[src/hdl/tcq_pkg.sv]
`timescale 1ns / 1ps
// shared types, codes and defaults for the two-class drop-policy queue
package tcq_pkg;

    localparam int QUEUE_DEPTH_DEF  = 64;
    localparam int PAYLOAD_BITS_DEF = 32;

    localparam int CFG_BITS    = 7;
    localparam int CFG_IDX_W   = 2;
    localparam int CAP_BITS    = 7;
    localparam int SEL_BITS    = 3;
    localparam int CNT_BITS    = 32;
    localparam int CNT_NUM     = 6;

    // register indexes of the configuration port
    localparam logic [CFG_IDX_W-1:0] REG_DROP_POLICY = 2'd0;
    localparam logic [CFG_IDX_W-1:0] REG_SAMPLE_CAP  = 2'd1;
    localparam logic [CFG_IDX_W-1:0] REG_STRUCT_RES  = 2'd2;
    localparam logic [CFG_IDX_W-1:0] REG_CNT_SELECT  = 2'd3;

    localparam logic                RST_DROP_POLICY = 1'b0;
    localparam logic [CAP_BITS-1:0] RST_SAMPLE_CAP  = 7'd48;
    localparam logic [CAP_BITS-1:0] RST_STRUCT_RES  = 7'd16;
    localparam logic [SEL_BITS-1:0] RST_CNT_SELECT  = 3'd0;

    // operation codes
    localparam logic [1:0] FUNC_OFFER = 2'd0;
    localparam logic [1:0] FUNC_DRAIN = 2'd1;
    localparam logic [1:0] FUNC_CLOSE = 2'd2;

    // result kinds
    localparam logic [1:0] KIND_ACK   = 2'd0;
    localparam logic [1:0] KIND_REC   = 2'd1;
    localparam logic [1:0] KIND_EMPTY = 2'd2;

    // event counter indexes
    localparam logic [SEL_BITS-1:0] CNT_SAMP_OFF  = 3'd0;
    localparam logic [SEL_BITS-1:0] CNT_STRU_OFF  = 3'd1;
    localparam logic [SEL_BITS-1:0] CNT_SAMP_DROP = 3'd2;
    localparam logic [SEL_BITS-1:0] CNT_STRU_DROP = 3'd3;
    localparam logic [SEL_BITS-1:0] CNT_SAMP_LATE = 3'd4;
    localparam logic [SEL_BITS-1:0] CNT_STRU_LATE = 3'd5;

    typedef struct packed {
        logic                en;
        logic [SEL_BITS-1:0] idx;
    } tcq_bump_t;

endpackage

[src/hdl/tcq_store.sv]
`timescale 1ns / 1ps
// record store: one write port, one registered read port
module tcq_store #(
    parameter int QUEUE_DEPTH  = tcq_pkg::QUEUE_DEPTH_DEF,
    parameter int PAYLOAD_BITS = tcq_pkg::PAYLOAD_BITS_DEF
) (
    input  logic                          clk,
    input  logic                          we,
    input  logic [$clog2(QUEUE_DEPTH)-1:0] waddr,
    input  logic [PAYLOAD_BITS:0]         wdata,
    input  logic                          re,
    input  logic [$clog2(QUEUE_DEPTH)-1:0] raddr,
    output logic [PAYLOAD_BITS:0]         rdata
);

    logic [PAYLOAD_BITS:0] mem [QUEUE_DEPTH];

    always_ff @(posedge clk)
    begin
        if (we)
        begin
            mem[waddr] <= wdata;
        end
    end

    always_ff @(posedge clk)
    begin
        if (re)
        begin
            rdata <= mem[raddr];
        end
    end

endmodule

[src/hdl/tcq_counters.sv]
`timescale 1ns / 1ps
// saturating event counters with the selected counter shown
module tcq_counters (
    input  logic                              clk,
    input  logic                              rst_n,
    input  tcq_pkg::tcq_bump_t                bump,
    input  logic [tcq_pkg::SEL_BITS-1:0]      counter_select,
    output logic [tcq_pkg::CNT_BITS-1:0]      counter_value
);

    logic [tcq_pkg::CNT_BITS-1:0] cnt_reg [tcq_pkg::CNT_NUM];

    always_ff @(posedge clk or negedge rst_n)
    begin
        if (!rst_n)
        begin
            for (int i = 0; i < tcq_pkg::CNT_NUM; i++)
            begin
                cnt_reg[i] <= '0;
            end
        end
        else if (bump.en && (bump.idx < tcq_pkg::SEL_BITS'(tcq_pkg::CNT_NUM)))
        begin
            if (cnt_reg[bump.idx] != '1)
            begin
                cnt_reg[bump.idx] <= cnt_reg[bump.idx] + 1'b1;
            end
        end
    end

    always_comb
    begin
        if (counter_select < tcq_pkg::SEL_BITS'(tcq_pkg::CNT_NUM))
        begin
            counter_value = cnt_reg[counter_select];
        end
        else
        begin
            counter_value = '0;
        end
    end

endmodule

[src/hdl/tcq_ctrl.sv]
`timescale 1ns / 1ps
// sequencer: admission, eviction scan, compaction, drain and result register
module tcq_ctrl #(
    parameter int QUEUE_DEPTH  = tcq_pkg::QUEUE_DEPTH_DEF,
    parameter int PAYLOAD_BITS = tcq_pkg::PAYLOAD_BITS_DEF,
    localparam int IDX_W = $clog2(QUEUE_DEPTH),
    localparam int CNT_W = $clog2(QUEUE_DEPTH + 1)
) (
    input  logic                              clk,
    input  logic                              rst_n,
    input  logic                              in_valid,
    output logic                              in_stall,
    input  logic [1:0]                        func,
    input  logic                              is_structural,
    input  logic [PAYLOAD_BITS-1:0]           payload,
    input  logic                              drop_policy,
    input  logic [tcq_pkg::CAP_BITS-1:0]      sample_capacity,
    input  logic [tcq_pkg::CAP_BITS-1:0]      structural_reserve,
    output logic                              mem_we,
    output logic [IDX_W-1:0]                  mem_waddr,
    output logic [PAYLOAD_BITS:0]             mem_wdata,
    output logic                              mem_re,
    output logic [IDX_W-1:0]                  mem_raddr,
    input  logic [PAYLOAD_BITS:0]             mem_rdata,
    output tcq_pkg::tcq_bump_t                bump,
    input  logic [tcq_pkg::CNT_BITS-1:0]      counter_value_in,
    output logic                              out_valid,
    input  logic                              out_stall,
    output logic [1:0]                        result_kind,
    output logic                              record_structural,
    output logic [PAYLOAD_BITS-1:0]           record_payload,
    output logic                              last,
    output logic                              accepted,
    output logic                              evicted_sample,
    output logic                              is_closed,
    output logic [CNT_W-1:0]                  occupancy,
    output logic [CNT_W-1:0]                  high_water,
    output logic [tcq_pkg::CNT_BITS-1:0]      counter_value
);

    localparam logic [3:0] S_IDLE      = 4'd0;
    localparam logic [3:0] S_DECIDE    = 4'd1;
    localparam logic [3:0] S_DROP      = 4'd2;
    localparam logic [3:0] S_SCAN_RD   = 4'd3;
    localparam logic [3:0] S_SCAN_CHK  = 4'd4;
    localparam logic [3:0] S_SHIFT_RD  = 4'd5;
    localparam logic [3:0] S_SHIFT_WR  = 4'd6;
    localparam logic [3:0] S_APPEND    = 4'd7;
    localparam logic [3:0] S_RESP      = 4'd8;
    localparam logic [3:0] S_DRAIN_RD  = 4'd9;
    localparam logic [3:0] S_DRAIN_OUT = 4'd10;

    localparam int LW = (CNT_W > 8) ? CNT_W : 8;
    localparam logic [LW-1:0]    DEPTH_L = LW'(QUEUE_DEPTH);
    localparam logic [CNT_W-1:0] DEPTH_C = CNT_W'(QUEUE_DEPTH);

    logic [3:0]              state_reg, state_next;
    logic [IDX_W-1:0]        idx_reg, idx_next;
    logic [CNT_W-1:0]        count_reg, count_next;
    logic [CNT_W-1:0]        peak_reg, peak_next;
    logic                    closed_reg, closed_next;
    logic                    evict_reg, evict_next;
    logic                    acc_reg, acc_next;
    logic [1:0]              kind_reg, kind_next;
    logic [1:0]              func_reg, func_next;
    logic                    cls_reg, cls_next;
    logic [PAYLOAD_BITS-1:0] pay_reg, pay_next;

    logic                    ov_reg, ov_next;
    logic [1:0]              o_kind_reg, o_kind_next;
    logic                    o_cls_reg, o_cls_next;
    logic [PAYLOAD_BITS-1:0] o_pay_reg, o_pay_next;
    logic                    o_last_reg, o_last_next;
    logic                    o_acc_reg, o_acc_next;
    logic                    o_ev_reg, o_ev_next;
    logic                    o_closed_reg, o_closed_next;
    logic [CNT_W-1:0]        o_occ_reg, o_occ_next;
    logic [CNT_W-1:0]        o_hw_reg, o_hw_next;
    logic [tcq_pkg::CNT_BITS-1:0] o_cv_reg, o_cv_next;

    logic             out_free;
    logic [CNT_W-1:0] idx_inc;
    logic [LW-1:0]    lim_raw, limit;
    logic             over;

    assign in_stall = (state_reg != S_IDLE);
    assign out_free = !ov_reg || !out_stall;
    assign idx_inc  = CNT_W'(idx_reg) + 1'b1;

    // admission limit, clamped to the depth
    always_comb
    begin
        if (cls_reg)
        begin
            lim_raw = LW'(sample_capacity) + LW'(structural_reserve);
        end
        else
        begin
            lim_raw = LW'(sample_capacity);
        end
        limit = (lim_raw > DEPTH_L) ? DEPTH_L : lim_raw;
        over  = (LW'(count_reg) >= limit);
    end

    always_comb
    begin
        state_next    = state_reg;
        idx_next      = idx_reg;
        count_next    = count_reg;
        peak_next     = peak_reg;
        closed_next   = closed_reg;
        evict_next    = evict_reg;
        acc_next      = acc_reg;
        kind_next     = kind_reg;
        func_next     = func_reg;
        cls_next      = cls_reg;
        pay_next      = pay_reg;
        ov_next       = ov_reg && out_stall;
        o_kind_next   = o_kind_reg;
        o_cls_next    = o_cls_reg;
        o_pay_next    = o_pay_reg;
        o_last_next   = o_last_reg;
        o_acc_next    = o_acc_reg;
        o_ev_next     = o_ev_reg;
        o_closed_next = o_closed_reg;
        o_occ_next    = o_occ_reg;
        o_hw_next     = o_hw_reg;
        o_cv_next     = o_cv_reg;
        mem_we        = 1'b0;
        mem_waddr     = idx_reg;
        mem_wdata     = mem_rdata;
        mem_re        = 1'b0;
        mem_raddr     = idx_reg;
        bump.en       = 1'b0;
        bump.idx      = tcq_pkg::CNT_SAMP_OFF;

        case (state_reg)
            S_IDLE:
            begin
                if (in_valid)
                begin
                    func_next  = func;
                    cls_next   = is_structural;
                    pay_next   = payload;
                    state_next = S_DECIDE;
                end
            end
            S_DECIDE:
            begin
                evict_next = 1'b0;
                acc_next   = 1'b0;
                kind_next  = tcq_pkg::KIND_ACK;
                case (func_reg)
                    tcq_pkg::FUNC_OFFER:
                    begin
                        bump.en = 1'b1;
                        if (closed_reg)
                        begin
                            bump.idx   = cls_reg ? tcq_pkg::CNT_STRU_LATE
                                                 : tcq_pkg::CNT_SAMP_LATE;
                            state_next = S_RESP;
                        end
                        else
                        begin
                            bump.idx = cls_reg ? tcq_pkg::CNT_STRU_OFF
                                               : tcq_pkg::CNT_SAMP_OFF;
                            idx_next = '0;
                            if (!over)
                            begin
                                state_next = S_APPEND;
                            end
                            else if (!drop_policy || (count_reg == '0))
                            begin
                                state_next = S_DROP;
                            end
                            else
                            begin
                                state_next = S_SCAN_RD;
                            end
                        end
                    end
                    tcq_pkg::FUNC_DRAIN:
                    begin
                        idx_next = '0;
                        if (count_reg == '0)
                        begin
                            kind_next  = tcq_pkg::KIND_EMPTY;
                            state_next = S_RESP;
                        end
                        else
                        begin
                            state_next = S_DRAIN_RD;
                        end
                    end
                    tcq_pkg::FUNC_CLOSE:
                    begin
                        closed_next = 1'b1;
                        state_next  = S_IDLE;
                    end
                    default:
                    begin
                        state_next = S_IDLE;
                    end
                endcase
            end
            S_DROP:
            begin
                bump.en    = 1'b1;
                bump.idx   = cls_reg ? tcq_pkg::CNT_STRU_DROP : tcq_pkg::CNT_SAMP_DROP;
                state_next = S_RESP;
            end
            S_SCAN_RD:
            begin
                mem_re     = 1'b1;
                mem_raddr  = idx_reg;
                state_next = S_SCAN_CHK;
            end
            S_SCAN_CHK:
            begin
                bump.en = 1'b1;
                if (!mem_rdata[PAYLOAD_BITS])
                begin
                    // oldest sample found, evict it
                    bump.idx   = tcq_pkg::CNT_SAMP_DROP;
                    state_next = S_SHIFT_RD;
                end
                else if (idx_inc >= count_reg)
                begin
                    // only structural records queued, refuse arrival
                    bump.idx   = cls_reg ? tcq_pkg::CNT_STRU_DROP : tcq_pkg::CNT_SAMP_DROP;
                    state_next = S_RESP;
                end
                else
                begin
                    bump.en    = 1'b0;
                    idx_next   = idx_reg + 1'b1;
                    state_next = S_SCAN_RD;
                end
            end
            S_SHIFT_RD:
            begin
                if (idx_inc >= count_reg)
                begin
                    count_next = count_reg - 1'b1;
                    evict_next = 1'b1;
                    state_next = S_APPEND;
                end
                else
                begin
                    mem_re     = 1'b1;
                    mem_raddr  = idx_reg + 1'b1;
                    state_next = S_SHIFT_WR;
                end
            end
            S_SHIFT_WR:
            begin
                mem_we     = 1'b1;
                mem_waddr  = idx_reg;
                mem_wdata  = mem_rdata;
                idx_next   = idx_reg + 1'b1;
                state_next = S_SHIFT_RD;
            end
            S_APPEND:
            begin
                if (count_reg < DEPTH_C)
                begin
                    mem_we     = 1'b1;
                    mem_waddr  = count_reg[IDX_W-1:0];
                    mem_wdata  = {cls_reg, pay_reg};
                    count_next = count_reg + 1'b1;
                    if (count_next > peak_reg)
                    begin
                        peak_next = count_next;
                    end
                end
                acc_next   = 1'b1;
                state_next = S_RESP;
            end
            S_RESP:
            begin
                if (out_free)
                begin
                    ov_next       = 1'b1;
                    o_kind_next   = kind_reg;
                    o_cls_next    = 1'b0;
                    o_pay_next    = '0;
                    o_last_next   = 1'b1;
                    o_acc_next    = acc_reg;
                    o_ev_next     = evict_reg;
                    o_closed_next = closed_reg;
                    o_occ_next    = count_reg;
                    o_hw_next     = peak_reg;
                    o_cv_next     = counter_value_in;
                    state_next    = S_IDLE;
                end
            end
            S_DRAIN_RD:
            begin
                mem_re     = 1'b1;
                mem_raddr  = idx_reg;
                state_next = S_DRAIN_OUT;
            end
            S_DRAIN_OUT:
            begin
                if (out_free)
                begin
                    ov_next       = 1'b1;
                    o_kind_next   = tcq_pkg::KIND_REC;
                    o_cls_next    = mem_rdata[PAYLOAD_BITS];
                    o_pay_next    = mem_rdata[PAYLOAD_BITS-1:0];
                    o_last_next   = (idx_inc == count_reg);
                    o_acc_next    = 1'b0;
                    o_ev_next     = 1'b0;
                    o_closed_next = closed_reg;
                    o_occ_next    = '0;
                    o_hw_next     = peak_reg;
                    o_cv_next     = counter_value_in;
                    if (idx_inc == count_reg)
                    begin
                        count_next = '0;
                        state_next = S_IDLE;
                    end
                    else
                    begin
                        idx_next   = idx_reg + 1'b1;
                        state_next = S_DRAIN_RD;
                    end
                end
            end
            default:
            begin
                state_next = S_IDLE;
            end
        endcase
    end

    always_ff @(posedge clk or negedge rst_n)
    begin
        if (!rst_n)
        begin
            state_reg  <= S_IDLE;
            idx_reg    <= '0;
            count_reg  <= '0;
            peak_reg   <= '0;
            closed_reg <= 1'b0;
            evict_reg  <= 1'b0;
            acc_reg    <= 1'b0;
            kind_reg   <= tcq_pkg::KIND_ACK;
            ov_reg     <= 1'b0;
        end
        else
        begin
            state_reg  <= state_next;
            idx_reg    <= idx_next;
            count_reg  <= count_next;
            peak_reg   <= peak_next;
            closed_reg <= closed_next;
            evict_reg  <= evict_next;
            acc_reg    <= acc_next;
            kind_reg   <= kind_next;
            ov_reg     <= ov_next;
        end
    end

    always_ff @(posedge clk)
    begin
        func_reg     <= func_next;
        cls_reg      <= cls_next;
        pay_reg      <= pay_next;
        o_kind_reg   <= o_kind_next;
        o_cls_reg    <= o_cls_next;
        o_pay_reg    <= o_pay_next;
        o_last_reg   <= o_last_next;
        o_acc_reg    <= o_acc_next;
        o_ev_reg     <= o_ev_next;
        o_closed_reg <= o_closed_next;
        o_occ_reg    <= o_occ_next;
        o_hw_reg     <= o_hw_next;
        o_cv_reg     <= o_cv_next;
    end

    assign out_valid         = ov_reg;
    assign result_kind       = o_kind_reg;
    assign record_structural = o_cls_reg;
    assign record_payload    = o_pay_reg;
    assign last              = o_last_reg;
    assign accepted          = o_acc_reg;
    assign evicted_sample    = o_ev_reg;
    assign is_closed         = o_closed_reg;
    assign occupancy         = o_occ_reg;
    assign high_water        = o_hw_reg;
    assign counter_value     = o_cv_reg;

endmodule

[src/hdl/two_class_drop_policy_queue_core.sv]
`timescale 1ns / 1ps
// top level of the two-class drop-policy record queue
//
// input channel (in_valid/in_stall) carries one operation per transfer: offer a
// record, drain all records, or close. in_stall is high while an operation is
// being worked on; a new operation is taken as soon as the sequencer is back in
// idle, even if the last result still sits in the output register.
// output channel (out_valid/out_stall) carries results from one output register.
// an offer gives one acknowledge; a drain gives every queued record in arrival
// order with last on the final one, or one empty-drain result; close gives none.
// sequence: a plain offer passes through decide, append and the result register, and
// the next operation can be taken once its result is in that register. with drop-oldest
// on a full queue an eviction first reads and checks each record up to the oldest sample,
// then moves each record behind it up one place by a read and a write; a scan that finds
// no sample reads and checks every queued record. the single read and single write port
// of the record store make these steps serial. a drain reads each record and hands it to
// the output register before it reads the next one.
// a stall on the output holds the result and pauses any drain in progress.
// reset clears occupancy, closed flag, high-water mark and counters and loads the
// register defaults; the record store needs no clearing pass.
// configuration writes (cfg_we/cfg_index/cfg_data) take effect on the next edge.
module two_class_drop_policy_queue_core #(
    parameter int QUEUE_DEPTH  = tcq_pkg::QUEUE_DEPTH_DEF,
    parameter int PAYLOAD_BITS = tcq_pkg::PAYLOAD_BITS_DEF
) (
    input  logic                                  clk,
    input  logic                                  rst_n,
    input  logic                                  in_valid,
    output logic                                  in_stall,
    input  logic [1:0]                            func,
    input  logic                                  is_structural,
    input  logic [PAYLOAD_BITS-1:0]               payload,
    output logic                                  out_valid,
    input  logic                                  out_stall,
    output logic [1:0]                            result_kind,
    output logic                                  record_structural,
    output logic [PAYLOAD_BITS-1:0]               record_payload,
    output logic                                  last,
    output logic                                  accepted,
    output logic                                  evicted_sample,
    output logic                                  is_closed,
    output logic [$clog2(QUEUE_DEPTH+1)-1:0]      occupancy,
    output logic [$clog2(QUEUE_DEPTH+1)-1:0]      high_water,
    output logic [tcq_pkg::CNT_BITS-1:0]          counter_value,
    input  logic                                  cfg_we,
    input  logic [tcq_pkg::CFG_IDX_W-1:0]         cfg_index,
    input  logic [tcq_pkg::CFG_BITS-1:0]          cfg_data
);

    localparam int IDX_W = $clog2(QUEUE_DEPTH);

    logic                           drop_policy_reg;
    logic [tcq_pkg::CAP_BITS-1:0]   sample_cap_reg;
    logic [tcq_pkg::CAP_BITS-1:0]   struct_res_reg;
    logic [tcq_pkg::SEL_BITS-1:0]   cnt_sel_reg;

    logic                           mem_we;
    logic [IDX_W-1:0]               mem_waddr;
    logic [PAYLOAD_BITS:0]          mem_wdata;
    logic                           mem_re;
    logic [IDX_W-1:0]               mem_raddr;
    logic [PAYLOAD_BITS:0]          mem_rdata;
    tcq_pkg::tcq_bump_t             bump;
    logic [tcq_pkg::CNT_BITS-1:0]   cnt_value;

    always_ff @(posedge clk or negedge rst_n)
    begin
        if (!rst_n)
        begin
            drop_policy_reg <= tcq_pkg::RST_DROP_POLICY;
            sample_cap_reg  <= tcq_pkg::RST_SAMPLE_CAP;
            struct_res_reg  <= tcq_pkg::RST_STRUCT_RES;
            cnt_sel_reg     <= tcq_pkg::RST_CNT_SELECT;
        end
        else if (cfg_we)
        begin
            case (cfg_index)
                tcq_pkg::REG_DROP_POLICY: drop_policy_reg <= cfg_data[0];
                tcq_pkg::REG_SAMPLE_CAP:  sample_cap_reg  <= cfg_data[tcq_pkg::CAP_BITS-1:0];
                tcq_pkg::REG_STRUCT_RES:  struct_res_reg  <= cfg_data[tcq_pkg::CAP_BITS-1:0];
                tcq_pkg::REG_CNT_SELECT:  cnt_sel_reg     <= cfg_data[tcq_pkg::SEL_BITS-1:0];
                default:                  cnt_sel_reg     <= cnt_sel_reg;
            endcase
        end
    end

    tcq_store #(
        .QUEUE_DEPTH  (QUEUE_DEPTH),
        .PAYLOAD_BITS (PAYLOAD_BITS)
    ) u_store (
        .clk   (clk),
        .we    (mem_we),
        .waddr (mem_waddr),
        .wdata (mem_wdata),
        .re    (mem_re),
        .raddr (mem_raddr),
        .rdata (mem_rdata)
    );

    tcq_counters u_counters (
        .clk            (clk),
        .rst_n          (rst_n),
        .bump           (bump),
        .counter_select (cnt_sel_reg),
        .counter_value  (cnt_value)
    );

    tcq_ctrl #(
        .QUEUE_DEPTH  (QUEUE_DEPTH),
        .PAYLOAD_BITS (PAYLOAD_BITS)
    ) u_ctrl (
        .clk                (clk),
        .rst_n              (rst_n),
        .in_valid           (in_valid),
        .in_stall           (in_stall),
        .func               (func),
        .is_structural      (is_structural),
        .payload            (payload),
        .drop_policy        (drop_policy_reg),
        .sample_capacity    (sample_cap_reg),
        .structural_reserve (struct_res_reg),
        .mem_we             (mem_we),
        .mem_waddr          (mem_waddr),
        .mem_wdata          (mem_wdata),
        .mem_re             (mem_re),
        .mem_raddr          (mem_raddr),
        .mem_rdata          (mem_rdata),
        .bump               (bump),
        .counter_value_in   (cnt_value),
        .out_valid          (out_valid),
        .out_stall          (out_stall),
        .result_kind        (result_kind),
        .record_structural  (record_structural),
        .record_payload     (record_payload),
        .last               (last),
        .accepted           (accepted),
        .evicted_sample     (evicted_sample),
        .is_closed          (is_closed),
        .occupancy          (occupancy),
        .high_water         (high_water),
        .counter_value      (counter_value)
    );

endmodule

[config.mk]
export PLATFORM = sky130hd
export DESIGN_NAME = two_class_drop_policy_queue_core
export DESIGN_NICKNAME = d
export VERILOG_FILES = /design/src/hdl/tcq_pkg.sv /design/src/hdl/tcq_store.sv /design/src/hdl/tcq_counters.sv /design/src/hdl/tcq_ctrl.sv /design/src/hdl/two_class_drop_policy_queue_core.sv
export SDC_FILE = /design/constraint.sdc
export NUM_CORES = 2
export LEC_CHECK = 0
export BUFFER_PORTS_ARGS = -buffer_cell sky130_fd_sc_hd__buf_4
export CAP_MARGIN = 20
export CELL_PAD_IN_SITES_DETAIL_PLACEMENT = 0
export CELL_PAD_IN_SITES_GLOBAL_PLACEMENT = 2
export CORE_MARGIN = 2
export CORE_UTILIZATION = 54
export CTS_BUF_LIST = sky130_fd_sc_hd__clkbuf_16
export DETAILED_ROUTE_END_ITERATION = 8
export PLACE_DENSITY = 0.92
export SETUP_SLACK_MARGIN = 0.1
export SLEW_MARGIN = 20
export SYNTH_ARGS = -nofsm -noshare
export SYNTH_HDL_FRONTEND = slang
export SYNTH_SLANG_ARGS = --single-unit
[constraint.sdc]
create_clock -name clk -period 8.2 [get_ports clk]
set_input_delay 2.05 -clock clk [delete_from_list [all_inputs] [get_ports clk]]
set_output_delay 2.05 -clock clk [all_outputs]
set_load 0.02 [all_outputs]
Word level (Yosys, flattened, before mapping). Memory sizes are Yosys's and may differ from the RTL's. A register that Yosys moved wholly into a read port is not among the register bits. Index checks and enable logic that the tools add are counted.

Logic and storage cells: 196. Input bits: 49. Memory bits (writable): 2112. Output and inout bits: 87. Memories kept: 1. Bits in registers: 360.

Bitwise gates (word level): 2. $lt $le $gt $ge: 10. Mux-type cells: 83. Reductions and logical operators: 35. $add $sub $neg: 6. Eq/ne operators: 27.

Memory list: u_store.mem (depth 64, bits a word 33, rd ports 1, clocked after memory_dff 1, wr ports 1, line tcq_store.sv:16) `logic [PAYLOAD_BITS:0] mem [QUEUE_DEPTH];`.

Operators with widths (number): $mux 32 (7); $bmux 32 s3 (2); $bwmux 192 (1); $demux 32 s3 (1); $mux 33 (2); $pmux 32 s2 (1); $mux 6 (8); $mux 7 (6); $pmux 4 s10 (1); $mux 4 (9); $add 32x1->32 const B (1); $ne 32x32->1 const B (1); $pmux 6 s4 (1); $mux 1 (21); $pmux 7 s3 (1); $reduce_and 2->1 (9); $eq 4x3->1 const B (4); $mux 8 (2); $pmux 1 s2 (8); $pmux 7 s2 (1); $eq 4x4->1 const B (3); $pmux 4 s3 (1); $pmux 6 s2 (1); $ne 2x1->1 const B (5); 39 further kinds (66).

Logic depth before layout (Yosys ltp).
Word-level depth: 11. Mapped depth: 25. Depth with buffers taken out: 25.

Modules after synthesis. A second synthesis with hierarchy kept.

Cells, all modules: 5112. Area, all modules: 100817.9 um^2.

Modules (own cells, without submodules): tcq_store (cells an instance 3610, sequential area each 64411.8 um^2, instances 1, area each 81424.3 um^2); tcq_counters (cells an instance 897, sequential area each 4804.6 um^2, instances 1, area each 11529.8 um^2); tcq_ctrl (cells an instance 565, sequential area each 4329.2 um^2, instances 1, area each 7171.9 um^2); two_class_drop_policy_queue_core (cells an instance 40, sequential area each 454.2 um^2, instances 1, area each 691.9 um^2).

Least setup slack after synthesis. No wires, ideal clock.

Path kind: input port to flip-flop. Start point: input out_stall. End point: register u_ctrl.o_acc_reg (netlist: u_ctrl.accepted), enable pin. Setup slack: 2366 ps. Data arrival time: 5331 ps. Cell stages on the path: 2. Library setup time: 503 ps. Path buffers: 0. Data required time: 7697 ps. Cell sequence: and2_0 > nor3_1.

Word-level cells in the longest chain between the ends: 4. Elaborated cells on any way between the ends: 5. Classes of those cells: 2 x eq/ne; 3 x reduce/logical.

Ends and longest elaborated chain: from (decl) (line two_class_drop_policy_queue_core.sv:34) `input logic out_stall,`; $logic_not 1->1 (*) (line tcq_ctrl.sv:87) `assign out_free = !ov_reg || !out_stall;`; $logic_or 1x1->1 (*) (line tcq_ctrl.sv:87); $ne 2x1->1 (no line); $reduce_and 3->1 (no line) (*); to (signal assigned) (line tcq_ctrl.sv:374) `o_acc_reg <= o_acc_next;`; to (decl) (line tcq_ctrl.sv:74) `logic o_acc_reg, o_acc_next;`.

Mark *: on every way between the ends. The rest lies on a longest branch, timed or not. A chain may end at the register's enable or synchronous reset.

Worst setup path after layout.
Start point: register u_ctrl.idx_reg[0]. End point: register u_store.rdata[21] (read register of u_store.mem), data pin.

Word-level cells in the longest chain between the ends: 4. Elaborated cells on any way between the ends: 7. Classes of those cells: 2 x add/sub; 1 x order compare; 4 x mux.

Ends and longest elaborated chain: from (decl) (line tcq_ctrl.sv:58) `logic [IDX_W-1:0] idx_reg, idx_next;`; from (signal assigned) (line tcq_ctrl.sv:354) `idx_reg <= idx_next;`; $add 6x1->7 (line tcq_ctrl.sv:88) `assign idx_inc = CNT_W'(idx_reg) + 1'b1;`; $ge 7x7->1 (line tcq_ctrl.sv:242) `if (idx_inc >= count_reg)`; $mux 1 or $mux 6 (tied branches) (line tcq_ctrl.sv:242); $pmux 1 s2 or $mux 6 (tied branches) (line tcq_ctrl.sv:137) `case (state_reg)`; to (decl) (line tcq_store.sv:13) `output logic [PAYLOAD_BITS:0] rdata`.

Several ways; a longest one is shown, not always the timed one.

==> results.yml <==
run_status:
  status: "finished clean"
sta:
  fin_crit_sh_pct: 77.4
  setup_tns_ps: 0
  relSlewSlack_pct: 17.2
  finalMaxSlewViolations: 0
  hold_violations: 0
  finalCriticalPeriod_ps: 6350
  fmax_ghz: 0.157
  setup_viol: 0
  worstMarginPinSlew_ps: 1230
  skew_ps: 63.9
  rsz0062_at_grt: "false"
cells_and_area:
  syn_to_final_growth_pct: 12.8
  nFillCells: 12289
  layout.nets: 5124
  final_core_util_pct: 61.1
  drive_above_1_share_pct: 31.1
  largest_register_ffs: 2112
synth:
  synth_top_area_share_pct: 68.0
  netlist_area_mm2: 0.100
  synth_common_cells: "2265 x edfxtp_1, 692 x mux4_2, 236 x dfrtp_1"
  syn_area_per_cell_um2: 21.0
  synth_edf_count: 2265
  synth_seq_cells: 2504
  ys_seq_area_share_pct: 73.9
  synth_fp_nets: 4840
  synth_cells: 4757
  synthFlopType: "edfxtp_1"
  yosysTopAreaCell: "edfxtp_1"
  ys_async_sr_fraction_pct: 9.54
  yosys_warnings: 0
  yosys-top-cells-area: "edfxtp_1 68%, mux4_2 16%, dfrtp_1 5.9%, mux2_2 2.0%, mux2i_1 0.66%"
  synth.distinct_cells: 97
  yosysMostFrequentCell: "edfxtp_1"
job:
  maxCapViolCount: 0
cts:
  clk_pin_slew_ps: 60
  numCtsBuffers: 231
  ctsHoldBuffers: 0
  cts_resized: 0
  cts_root_buf: "clkbuf_16"
  cts_setup_buffers: 0
  clk_latency_ps: 890
  tritoncts: "done"
  cts.sinks: 2504
  htreeDepth: 4
  clk_path_buf_depth: 3
grt:
  antenna_found_initial: 8
  overflow: 0
  grt_pass1_vias: 52524
  grt_pass1_wl_um: 377000
  grt_max_degree: 155
  grt_use_total_pct: 28.1
die:
  coreArea_mm2: 0.185
  num_rows: 158
  num_io_pins: 136
  die_y_um: 435
  start_util_pct: 54.2
  die_area_mm2: 0.189
  die_w_um: 435
critical_path:
  critPathRequiredTime_ps: 8790
  cp-end-kind: "register"
  crit_arrival_ps: 6940
  critical_path_class: "register to register"
  start_kind: "register"
  crit_fanout: 19
place:
  io_buffers: 135
  gp_congestion: 0.876
  dpl.hpwl_um: 142000
power_and_ir_drop:
  p_leak_uw: 0.0383
  p_per_area_mw_per_mm2: 284
  vdd_ir_drop_max_v: 0.000202
route:
  drtIter0Drc: 7461
  drc: 0
  drt-pass1-iter-count: 6
  wirelength_um: 263000
  postRouteAntennaNets: 0
  wl_per_cell_um: 34.1
  vias: 51584
  viasPerCell: 6.68
hold_path:
  hp-class: "register to register"
## critical path, stage by stage, from the launching register on
cell     delay [ps]
dfrtp_1         540
ha_1            310
nand3_1         180
xnor2_1         190
ha_1            320
nand4_1         120
nor2_1          190
a21o_1          460
buf_4           270
nor2_1          110
xnor2_2         690
buf_12          280
buf_12          220
buf_4           360
mux4_2          580
mux4_2          530
a22oi_1         600
nand2_1         120
## per-stage QoR
stage	hold slack, ps	instance area (um^2)	setup slack [ps]	std cells	total power, uW
finish	456	113000	1850	7721	32000
CTS	454	113000	1900	7713	32100
global placement	433	105000	2030	7286	21400
floorplan	425	100000	2370	4757	19700
detailed placement	438	105000	1950	7286	21600
global route	468	113000	1430	7715	33000
## layout make-up
cell class | instances | area [um^2] | share of cell area, %
clock inverters | 195 | 1680 | 1.49
inverters | 59 | 221 | 0.196
well taps | 2480 | 3100 | 2.75
repair buffers | 302 | 2580 | 2.29
clock buffers | 232 | 5810 | 5.14
multi-input cells | 1943 | 25500 | 22.6
diodes | 6 | 15.0 | 0.0133
flip-flops and latches | 2504 | 74000 | 65.5
## cell usage in the layout (no fill, tap or decap), drive strengths merged, types with 66 or more instances in the layout
cell type	n
dfrtp	236
clkbuf	232
nor2	134
mux2i	66
o21ai	81
mux4	692
clkinv	120
mux2	222
nand2	172
buf	302
a22oi	74
inv	104
edfxtp	2265
## power breakdown
part	switching [uW]	total [uW]	internal (uW)
registers	358	15200	14900
logic	3410	6130	2720
clock network	4790	10700	5880
## worst paths after layout
path	start	end	slack (ps)	cells after the start
max in group asynchronous	rst_n	u_counters.cnt_reg[150]$_DFFE_PN0P_	5530	2
max	u_ctrl.idx_reg[0]$_DFFE_PN0P_	u_store.rdata[21]$_DFFE_PP_	1850	17
min	u_ctrl.peak_reg[4]$_DFFE_PN0P_	u_ctrl.high_water[4]$_DFFE_PP_	460	0
min in group asynchronous	rst_n	u_ctrl.peak_reg[3]$_DFFE_PN0P_	1230	1
min reg2reg	u_ctrl.peak_reg[4]$_DFFE_PN0P_	u_ctrl.high_water[4]$_DFFE_PP_	460	0
max reg2reg	u_ctrl.idx_reg[0]$_DFFE_PN0P_	u_store.rdata[21]$_DFFE_PP_	1850	17
## cell families (layout without fill, tap and decap cells)
logic type	after synthesis	in the layout	synth area share, %
AOI/OAI and AO/OA	360	360	2.60
xor gates and xnor gates	49	49	0.429
adders and majority gates	34	34	0.433
buffers and inverters	310	788	1.28
DFF	2504	2504	73.9
muxes	980	980	18.8
other	0	6	0
and+or+nand+nor	520	520	2.52
## routing by layer
metal	vias up	wire, um	GRT usage (%)
li1	20399	-	-
met1	27098	93900	37.3
met2	3482	130000	45.8
met3	599	28000	6.28
met4	6	10900	10.9
met5	-	36	0
No activity file was read; power rests on OpenSTA's default activity.
